$ cat src/rtl/lbs_pkg.sv
// Package for the longest bitonic subsequence block.
// Holds default parameter values and the fixed result field widths.
// No dependencies; compile first.
package lbs_pkg;

  // Default sizing of the sequence store
  localparam int DEF_MAX_ITEMS  = 64;
  localparam int DEF_DATA_WIDTH = 32;

  // Fixed widths of the result fields
  localparam int OUT_LEN_W = 7;
  localparam int OUT_IDX_W = 6;

endpackage : lbs_pkg

$ cat src/rtl/lbs_if.sv
// Valid/ready channel interfaces for the longest bitonic subsequence block.
// lbs_in_if carries sequence elements, lbs_out_if carries results.
// Depends on lbs_pkg.
interface lbs_in_if #(
  parameter int DATA_WIDTH = lbs_pkg::DEF_DATA_WIDTH
) ();
  logic                         valid;
  logic                         ready;
  logic signed [DATA_WIDTH-1:0] value;
  logic                         last;

  modport source (output valid, output value, output last, input ready);
  modport sink   (input valid, input value, input last, output ready);
endinterface : lbs_in_if

interface lbs_out_if ();
  import lbs_pkg::*;

  logic                 valid;
  logic                 ready;
  logic [OUT_LEN_W-1:0] best_length;
  logic [OUT_IDX_W-1:0] peak_index;
  logic                 found;

  modport source (output valid, output best_length, output peak_index, output found,
                  input ready);
  modport sink   (input valid, input best_length, input peak_index, input found,
                  output ready);
endinterface : lbs_out_if

$ cat src/rtl/lbs_ram.sv
// Generic single-write, single-read RAM with registered read data.
// Used for the element store and both length tables. No dependencies.
module lbs_ram #(
  parameter int  WIDTH = 32,
  parameter int  DEPTH = 64,
  localparam int AW    = (DEPTH > 1) ? $clog2(DEPTH) : 1
) (
  input  logic             clk,
  input  logic             we,
  input  logic [AW-1:0]    waddr,
  input  logic [WIDTH-1:0] wdata,
  input  logic [AW-1:0]    raddr,
  output logic [WIDTH-1:0] rdata
);

  logic [WIDTH-1:0] mem [DEPTH];

  // Write port and registered read port
  always_ff @(posedge clk) begin
    if (we) begin
      mem[waddr] <= wdata;
    end
    rdata <= mem[raddr];
  end

endmodule : lbs_ram

$ cat src/rtl/longest_bitonic_subsequence_top.sv
// Longest bitonic subsequence: loads one element per cycle, then solves.
// Load: one transaction per cycle while collecting; after the last element the
// block is busy solving: one compare/add unit visits each earlier/later
// element once per position, one RAM read per cycle. Then one result
// transaction, then loading resumes.
// Reset (rst_n low, synchronous) empties the sequence and returns to loading.
module longest_bitonic_subsequence_top #(
  parameter int MAX_ITEMS  = lbs_pkg::DEF_MAX_ITEMS,
  parameter int DATA_WIDTH = lbs_pkg::DEF_DATA_WIDTH
) (
  input  logic      clk,
  input  logic      rst_n,
  lbs_in_if.sink    in_ch,
  lbs_out_if.source out_ch
);
  import lbs_pkg::*;

  localparam int IDX_W = (MAX_ITEMS > 1) ? $clog2(MAX_ITEMS) : 1;
  localparam int CNT_W = $clog2(MAX_ITEMS + 1);

  typedef enum logic [7:0] {
    S_LOAD   = 8'b0000_0001,
    S_R_ADDR = 8'b0000_0010,
    S_R_LOAD = 8'b0000_0100,
    S_R_SCAN = 8'b0000_1000,
    S_F_ADDR = 8'b0001_0000,
    S_F_LOAD = 8'b0010_0000,
    S_F_SCAN = 8'b0100_0000,
    S_OUT    = 8'b1000_0000
  } state_t;

  state_t                state_r, state_nxt;
  logic [CNT_W-1:0]      count_r, count_nxt;
  logic [CNT_W-1:0]      oi_r, oi_nxt;       // outer position
  logic [CNT_W-1:0]      ji_r, ji_nxt;       // inner position being issued
  logic                  pv_r, pv_nxt;       // read data pending this cycle
  logic [CNT_W-1:0]      cur_r, cur_nxt;     // length being built for outer position
  logic [DATA_WIDTH-1:0] key_r, key_nxt;     // element at outer position
  logic [CNT_W-1:0]      rpk_r, rpk_nxt;     // rise length at peak candidate
  logic [CNT_W-1:0]      best_r, best_nxt;
  logic [IDX_W-1:0]      pos_r, pos_nxt;

  logic                  in_fire;
  logic                  elem_we, rise_we, fall_we;
  logic [IDX_W-1:0]      rd_addr;
  logic [DATA_WIDTH-1:0] elem_rd;
  logic [CNT_W-1:0]      rise_rd, fall_rd;
  logic [CNT_W-1:0]      len_rd, cand;
  logic                  hit;
  logic [CNT_W-1:0]      cur_upd;
  logic [CNT_W:0]        mount_len;

  assign in_fire = in_ch.valid && in_ch.ready;
  assign in_ch.ready = (state_r == S_LOAD);

  // Outer-position reads in address states, inner-position reads while scanning
  assign rd_addr = (state_r == S_R_ADDR || state_r == S_F_ADDR) ? oi_r[IDX_W-1:0]
                                                                : ji_r[IDX_W-1:0];

  // Shared compare/add unit: extend the running length through one element
  assign len_rd  = (state_r == S_F_SCAN) ? fall_rd : rise_rd;
  assign cand    = len_rd + CNT_W'(1);
  assign hit     = pv_r && ($signed(elem_rd) < $signed(key_r)) && (cand > cur_r);
  assign cur_upd = hit ? cand : cur_r;

  // Mountain length through the current peak candidate
  assign mount_len = {1'b0, rpk_r} + {1'b0, cur_upd} - (CNT_W + 1)'(1);

  lbs_ram #(.WIDTH(DATA_WIDTH), .DEPTH(MAX_ITEMS)) u_elem_ram (
    .clk   (clk),
    .we    (elem_we),
    .waddr (count_r[IDX_W-1:0]),
    .wdata (in_ch.value),
    .raddr (rd_addr),
    .rdata (elem_rd)
  );

  lbs_ram #(.WIDTH(CNT_W), .DEPTH(MAX_ITEMS)) u_rise_ram (
    .clk   (clk),
    .we    (rise_we),
    .waddr (oi_r[IDX_W-1:0]),
    .wdata (cur_upd),
    .raddr (rd_addr),
    .rdata (rise_rd)
  );

  lbs_ram #(.WIDTH(CNT_W), .DEPTH(MAX_ITEMS)) u_fall_ram (
    .clk   (clk),
    .we    (fall_we),
    .waddr (oi_r[IDX_W-1:0]),
    .wdata (cur_upd),
    .raddr (rd_addr),
    .rdata (fall_rd)
  );

  // Sequencer
  always_comb begin
    state_nxt = state_r;
    count_nxt = count_r;
    oi_nxt    = oi_r;
    ji_nxt    = ji_r;
    pv_nxt    = pv_r;
    cur_nxt   = cur_r;
    key_nxt   = key_r;
    rpk_nxt   = rpk_r;
    best_nxt  = best_r;
    pos_nxt   = pos_r;
    elem_we   = 1'b0;
    rise_we   = 1'b0;
    fall_we   = 1'b0;

    case (state_r)
      S_LOAD: begin
        // Store elements until full; last starts the solve
        if (in_fire) begin
          if (count_r < CNT_W'(MAX_ITEMS)) begin
            elem_we   = 1'b1;
            count_nxt = count_r + CNT_W'(1);
          end
          if (in_ch.last) begin
            oi_nxt    = '0;
            state_nxt = S_R_ADDR;
          end
        end
      end

      S_R_ADDR: begin
        state_nxt = S_R_LOAD;
      end

      S_R_LOAD: begin
        key_nxt   = elem_rd;
        cur_nxt   = CNT_W'(1);
        ji_nxt    = '0;
        pv_nxt    = 1'b0;
        state_nxt = S_R_SCAN;
      end

      S_R_SCAN: begin
        // Issue earlier positions, fold in returned data, then write rise length
        cur_nxt = cur_upd;
        if (ji_r < oi_r) begin
          ji_nxt = ji_r + CNT_W'(1);
          pv_nxt = 1'b1;
        end else begin
          rise_we = 1'b1;
          pv_nxt  = 1'b0;
          if (oi_r + CNT_W'(1) == count_r) begin
            oi_nxt    = count_r - CNT_W'(1);
            best_nxt  = '0;
            pos_nxt   = '0;
            state_nxt = S_F_ADDR;
          end else begin
            oi_nxt    = oi_r + CNT_W'(1);
            state_nxt = S_R_ADDR;
          end
        end
      end

      S_F_ADDR: begin
        state_nxt = S_F_LOAD;
      end

      S_F_LOAD: begin
        key_nxt   = elem_rd;
        rpk_nxt   = rise_rd;
        cur_nxt   = CNT_W'(1);
        ji_nxt    = count_r - CNT_W'(1);
        pv_nxt    = 1'b0;
        state_nxt = S_F_SCAN;
      end

      S_F_SCAN: begin
        // Issue later positions from the right, then write fall length and score peak
        cur_nxt = cur_upd;
        if (ji_r > oi_r) begin
          ji_nxt = ji_r - CNT_W'(1);
          pv_nxt = 1'b1;
        end else begin
          fall_we = 1'b1;
          pv_nxt  = 1'b0;
          if (rpk_r > CNT_W'(1) && cur_upd > CNT_W'(1) && mount_len > {1'b0, best_r}) begin
            best_nxt = mount_len[CNT_W-1:0];
            pos_nxt  = oi_r[IDX_W-1:0];
          end
          if (oi_r == '0) begin
            state_nxt = S_OUT;
          end else begin
            oi_nxt    = oi_r - CNT_W'(1);
            state_nxt = S_F_ADDR;
          end
        end
      end

      S_OUT: begin
        // Hold the result until taken, then start a new sequence
        if (out_ch.ready) begin
          count_nxt = '0;
          state_nxt = S_LOAD;
        end
      end

      default: begin
        state_nxt = S_LOAD;
      end
    endcase
  end

  // Control registers
  always_ff @(posedge clk) begin
    if (!rst_n) begin
      state_r <= S_LOAD;
      count_r <= '0;
      pv_r    <= 1'b0;
      best_r  <= '0;
      pos_r   <= '0;
    end else begin
      state_r <= state_nxt;
      count_r <= count_nxt;
      pv_r    <= pv_nxt;
      best_r  <= best_nxt;
      pos_r   <= pos_nxt;
    end
  end

  // Datapath registers
  always_ff @(posedge clk) begin
    oi_r  <= oi_nxt;
    ji_r  <= ji_nxt;
    cur_r <= cur_nxt;
    key_r <= key_nxt;
    rpk_r <= rpk_nxt;
  end

  // Result channel
  assign out_ch.valid       = (state_r == S_OUT);
  assign out_ch.best_length = OUT_LEN_W'(best_r);
  assign out_ch.peak_index  = OUT_IDX_W'(pos_r);
  assign out_ch.found       = (best_r != '0);

endmodule : longest_bitonic_subsequence_top

$ cat src/flat_wrapper.sv
// flat-port wrapper written by rule: the top's interface ports become plain ports
module longest_bitonic_subsequence_top_flat import lbs_pkg::*;
#(
  parameter int MAX_ITEMS  = lbs_pkg::DEF_MAX_ITEMS,
  parameter int DATA_WIDTH = lbs_pkg::DEF_DATA_WIDTH
)
  (clk, rst_n, in_ch_valid, in_ch_value, in_ch_last, in_ch_ready, out_ch_valid, out_ch_best_length, out_ch_peak_index, out_ch_found, out_ch_ready);
  lbs_in_if #(.DATA_WIDTH(DATA_WIDTH)) in_ch_i ();
  lbs_out_if out_ch_i ();
  input  logic clk;
  input  logic rst_n;
  input wire logic [$bits(in_ch_i.valid)-1:0] in_ch_valid;
  input wire logic [$bits(in_ch_i.value)-1:0] in_ch_value;
  input wire logic [$bits(in_ch_i.last)-1:0] in_ch_last;
  output wire logic [$bits(in_ch_i.ready)-1:0] in_ch_ready;
  output wire logic [$bits(out_ch_i.valid)-1:0] out_ch_valid;
  output wire logic [$bits(out_ch_i.best_length)-1:0] out_ch_best_length;
  output wire logic [$bits(out_ch_i.peak_index)-1:0] out_ch_peak_index;
  output wire logic [$bits(out_ch_i.found)-1:0] out_ch_found;
  input wire logic [$bits(out_ch_i.ready)-1:0] out_ch_ready;
  assign in_ch_i.valid = in_ch_valid;
  assign in_ch_i.value = in_ch_value;
  assign in_ch_i.last = in_ch_last;
  assign in_ch_ready = in_ch_i.ready;
  assign out_ch_valid = out_ch_i.valid;
  assign out_ch_best_length = out_ch_i.best_length;
  assign out_ch_peak_index = out_ch_i.peak_index;
  assign out_ch_found = out_ch_i.found;
  assign out_ch_i.ready = out_ch_ready;
  longest_bitonic_subsequence_top #(.MAX_ITEMS(MAX_ITEMS), .DATA_WIDTH(DATA_WIDTH)) u_core (.clk(clk), .rst_n(rst_n), .in_ch(in_ch_i), .out_ch(out_ch_i));
endmodule
$ cat config.mk
export PLATFORM = sky130hd
export DESIGN_NAME = longest_bitonic_subsequence_top_flat
export DESIGN_NICKNAME = d
export VERILOG_FILES = /design/src/rtl/lbs_pkg.sv /design/src/rtl/lbs_if.sv /design/src/rtl/lbs_ram.sv /design/src/rtl/longest_bitonic_subsequence_top.sv /design/src/flat_wrapper.sv
export SDC_FILE = /design/constraint.sdc
export NUM_CORES = 2
export LEC_CHECK = 0
export BUFFER_PORTS_ARGS = -buffer_cell sky130_fd_sc_hd__clkbuf_2
export CAP_MARGIN = 20
export CORE_MARGIN = 2
export CORE_UTILIZATION = 60
export CTS_CLUSTER_SIZE = 20
export DETAILED_ROUTE_END_ITERATION = 7
export PLACE_DENSITY = 0.81
export SLEW_MARGIN = 0
export SYNTH_ARGS = -nofsm -noshare
export SYNTH_HDL_FRONTEND = slang
export SYNTH_HIERARCHICAL = 1
export SYNTH_SLANG_ARGS = --single-unit
$ cat constraint.sdc
create_clock -name clk -period 16 [get_ports clk]
set_input_delay 2.4 -clock clk [delete_from_list [all_inputs] [get_ports clk]]
set_output_delay 2.4 -clock clk [all_outputs]
set_load 0.03 [all_outputs]
==> summary.json <==
{
  "placementRows": 164,
  "postLayoutCellArea_um2": 133000,
  "cts-root-buf": "sky130_fd_sc_hd__clkbuf_16",
  "grtUsageTotal": 0.318,
  "worst_setup_skew_after_layout_ns": 0.0756,
  "cts_hold_repair.buffers": 0,
  "worstSetupStartpointType": "register",
  "totalNegativeSetupSlack_ns": 0,
  "fmax_mhz": 137,
  "synth-seq-cells": 3079,
  "core_area_um2": 199000,
  "total_power_density_per_cell_area_nw_per_um2": 129,
  "yosysTopAreaCell": "sky130_fd_sc_hd__edfxtp_1",
  "area_delta_synth_final_pct": 11.3,
  "fin_nets": 5947,
  "worst_setup_path_startpoint": "u_core/state_r[4]",
  "netlist_top_cells_count": "sky130_fd_sc_hd__edfxtp_1 (3,004), sky130_fd_sc_hd__mux4_2 (768), sky130_fd_sc_hd__nor2_1 (330), sky130_fd_sc_hd__mux2i_1 (133), sky130_fd_sc_hd__clkbuf_1 (119)",
  "grt_pass1_wl_mm": 461,
  "worst_path_dominant_cell_family": "compound AO/OA/AOI/OAI gates",
  "regToRegStartpoint": "u_core/state_r[4]",
  "drt_iter0_drc": 11129,
  "postSynthNetCount": 5718,
  "synth_cells": 5606,
  "hold_violations": 0,
  "postCtsSetupBuffers": 0,
  "number_of_enable_flip_flop_cells_after_synthesis": 3004,
  "slew_headroom": 0.195,
  "reg2reg_setup_slack_ns": 8.71,
  "yosysSeqAreaShare": 0.765,
  "synth_cell_type_count": 73,
  "timing_worst_setup_path_type": "register to register",
  "run_status": "complete, no violations",
  "clk_transition_reported_paths_ns": 0.07,
  "dp_hpwl_mm": 154,
  "post-route-drc-count": 0,
  "crit_end": "u_core/out_ch.peak_index[5]",
  "post_cts_resized": 0,
  "vertical_die_dimension_um": 451,
  "clock_tree.buffer_depth": 4,
  "routed_wirelength_mm": 322,
  "worst_skew_pair.late_latency_ns": 0.97,
  "number_of_global_route_vias_before_repair": 63919,
  "fp.dieArea_um2": 203000,
  "route.vias.total": 62717,
  "detail_route.vias_per_cell": 7.21,
  "grt_remaining_overflow": 0,
  "crit_cells": 28,
  "cts_tree": "done",
  "placed_cell_area_um2": 124000,
  "setup_viol_count_final": 0,
  "grt_start_max_net_pins": 124,
  "drtAntennaViolNets": 0,
  "slowest_stage": "sky130_fd_sc_hd__fa_1",
  "detailedPlace.worstSlack_ns": 8.75,
  "syn_avg_cell_area_um2": 21.4,
  "cp_num_buf_inv": 2,
  "worst-r2r-cell-count": 28,
  "io_pins": 53,
  "worst-endpoint-required_ns": 16.84,
  "worst-slew-pin-transition_ns": 1.20,
  "critical-path-max-stage-delay_ns": 0.49,
  "drt_pre_antenna_iters": 7,
  "tritoncts_num_sinks": 3079,
  "fp.dieW_um": 451,
  "cp_data_arrival_time_ns": 8.13,
  "maxCapViolCount": 0,
  "placement.io_buffers": 52,
  "share_of_the_core_filled_with_cells": 0.670,
  "ys_dominant_reg_cell": "sky130_fd_sc_hd__edfxtp_1",
  "synthDominantCellAreaShare": 0.753,
  "final_critical_path_setup_slack_ns": 8.71,
  "cts_inserted_buffers": 302,
  "ys.warnings.count": 6,
  "period_minus_slack_ns": 7.29,
  "fin_crit_sh": 0.456,
  "syn_area_um2": 120000,
  "grt_antenna_before_repair": 15,
  "crit_path_end_kind": "register",
  "async_reset_ff_frac": 0,
  "power.ir.vdd_worst_v": 0.000120,
  "htree_levels": 5,
  "grt_setup_unrepaired": "false",
  "min_path_type": "register to register",
  "post_synth_main_area_contributors": "sky130_fd_sc_hd__edfxtp_1 (75%), sky130_fd_sc_hd__mux4_2 (14%), sky130_fd_sc_hd__dfxtp_1 (1.3%), sky130_fd_sc_hd__mux2i_1 (1.1%), sky130_fd_sc_hd__nor2_1 (1.0%)",
  "cell_with_the_most_instances_after_synthesis": "sky130_fd_sc_hd__edfxtp_1",
  "place.gp.congestion": 0.881,
  "p_leak_uw": 0.0431,
  "highest_net_fanout_along_the_worst_path": 16,
  "rr_endpoint": "u_core/out_ch.peak_index[5]",
  "report.final.slew_viol_count": 0,
  "final_layout_size_suffix_gt1_frac": 0.248,
  "route.detailed.wl_per_inst_um": 37.0,
  "fillers": 11347,
  "initial_core_util": 0.602
}
## layout by cell type (no fill, tap or decap), drive strengths merged, types with 8 or more instances in the layout
| master | count |
|---|---|
| a211oi | 11 |
| a21o | 13 |
| a21oi | 106 |
| a22o | 19 |
| a22oi | 29 |
| a311oi | 8 |
| a41o | 8 |
| and3 | 11 |
| buf | 160 |
| bufinv | 27 |
| clkbuf | 416 |
| clkinv | 113 |
| clkinvlp | 9 |
| dfxtp | 75 |
| edfxtp | 3004 |
| ha | 73 |
| inv | 91 |
| mux2 | 8 |
| mux2i | 134 |
| mux4 | 768 |
| nand2 | 92 |
| nand2b | 25 |
| nand3 | 43 |
| nand3b | 13 |
| nand4 | 16 |
| nor2 | 330 |
| nor2b | 31 |
| nor3 | 34 |
| nor3b | 12 |
| o21ai | 49 |
| o221ai | 47 |
| o22ai | 118 |
| o31ai | 17 |
| or3 | 10 |
| or3b | 12 |
| xnor2 | 31 |
| xor2 | 18 |
## area by class of cell
class	instances	area (um^2)	area share
sequential	3079	91700	0.688
antenna	3	7.51	0.0000563
clock inverter	149	1460	0.0109
timing repair buffer	212	1620	0.0121
tap	2656	3320	0.0249
inverter	91	350	0.00263
clock buffer	364	8030	0.0602
multi-input combinational	2149	26900	0.201
## per-layer routing
layer,GRT usage,share of wire,vias up
met4,0.167,0.064,14
li1,-,-,23841
met5,0,0.00029,-
met1,0.414,0.32,31960
met3,0.0814,0.13,1295
met2,0.502,0.48,5607
## worst min path at each step
stage                           startpoint               end  slack, ns  cells after the start
2_1_floorplan   u_core/u_elem_ram/rdata[0]   u_core/key_r[0]       0.41                      0
3_5_place_dp    u_core/u_elem_ram/rdata[6]   u_core/key_r[6]       0.42                      0
3_3_place_gp   u_core/u_elem_ram/rdata[31]  u_core/key_r[31]       0.42                      0
5_1_grt         u_core/u_elem_ram/rdata[3]   u_core/key_r[3]       0.45                      0
4_1_cts         u_core/u_elem_ram/rdata[3]   u_core/key_r[3]       0.44                      0
6_report       u_core/u_elem_ram/rdata[30]  u_core/key_r[30]       0.45                      0
## through the flow
step                hold WS (ns)  instances  power [uW]
global route               0.446       8701       17500
global placement           0.416       8179       10200
CTS                        0.439       8692       17200
floorplan                  0.409       5606        9820
detailed placement         0.421       8179       10200
finish                     0.449       8703       17200
## sequential cells by signal, summed over array words and instances, names as in the netlist, 8 cells and up
| register | count |
|---|---|
| u_core/u_rise_ram/mem | 448 |
| u_core/u_elem_ram/rdata | 32 |
| u_core/u_fall_ram/mem | 448 |
| u_core/u_elem_ram/mem | 2048 |
| u_core/key_r | 32 |
| u_core/state_r | 8 |
## report_power, final
| part | internal (uW) | switching [uW] |
|---|---|---|
| clock | 4010 | 3050 |
| combinational | 453 | 773 |
| sequential | 8880 | 40.5 |
| total | 13300 | 3870 |
## kinds of logic (layout without fill, tap and decap cells)
family	count (synthesis)	in the layout	share of synthesized area
mux	910	910	0.156
buf+inv	378	816	0.0154
other cells	0	3	0
xor+xnor	49	49	0.00358
compound gates	461	461	0.0260
fa+ha+maj	75	75	0.00795
flops	3079	3079	0.765
simple gates	654	654	0.0255
Power figures use the tool's default switching activity.
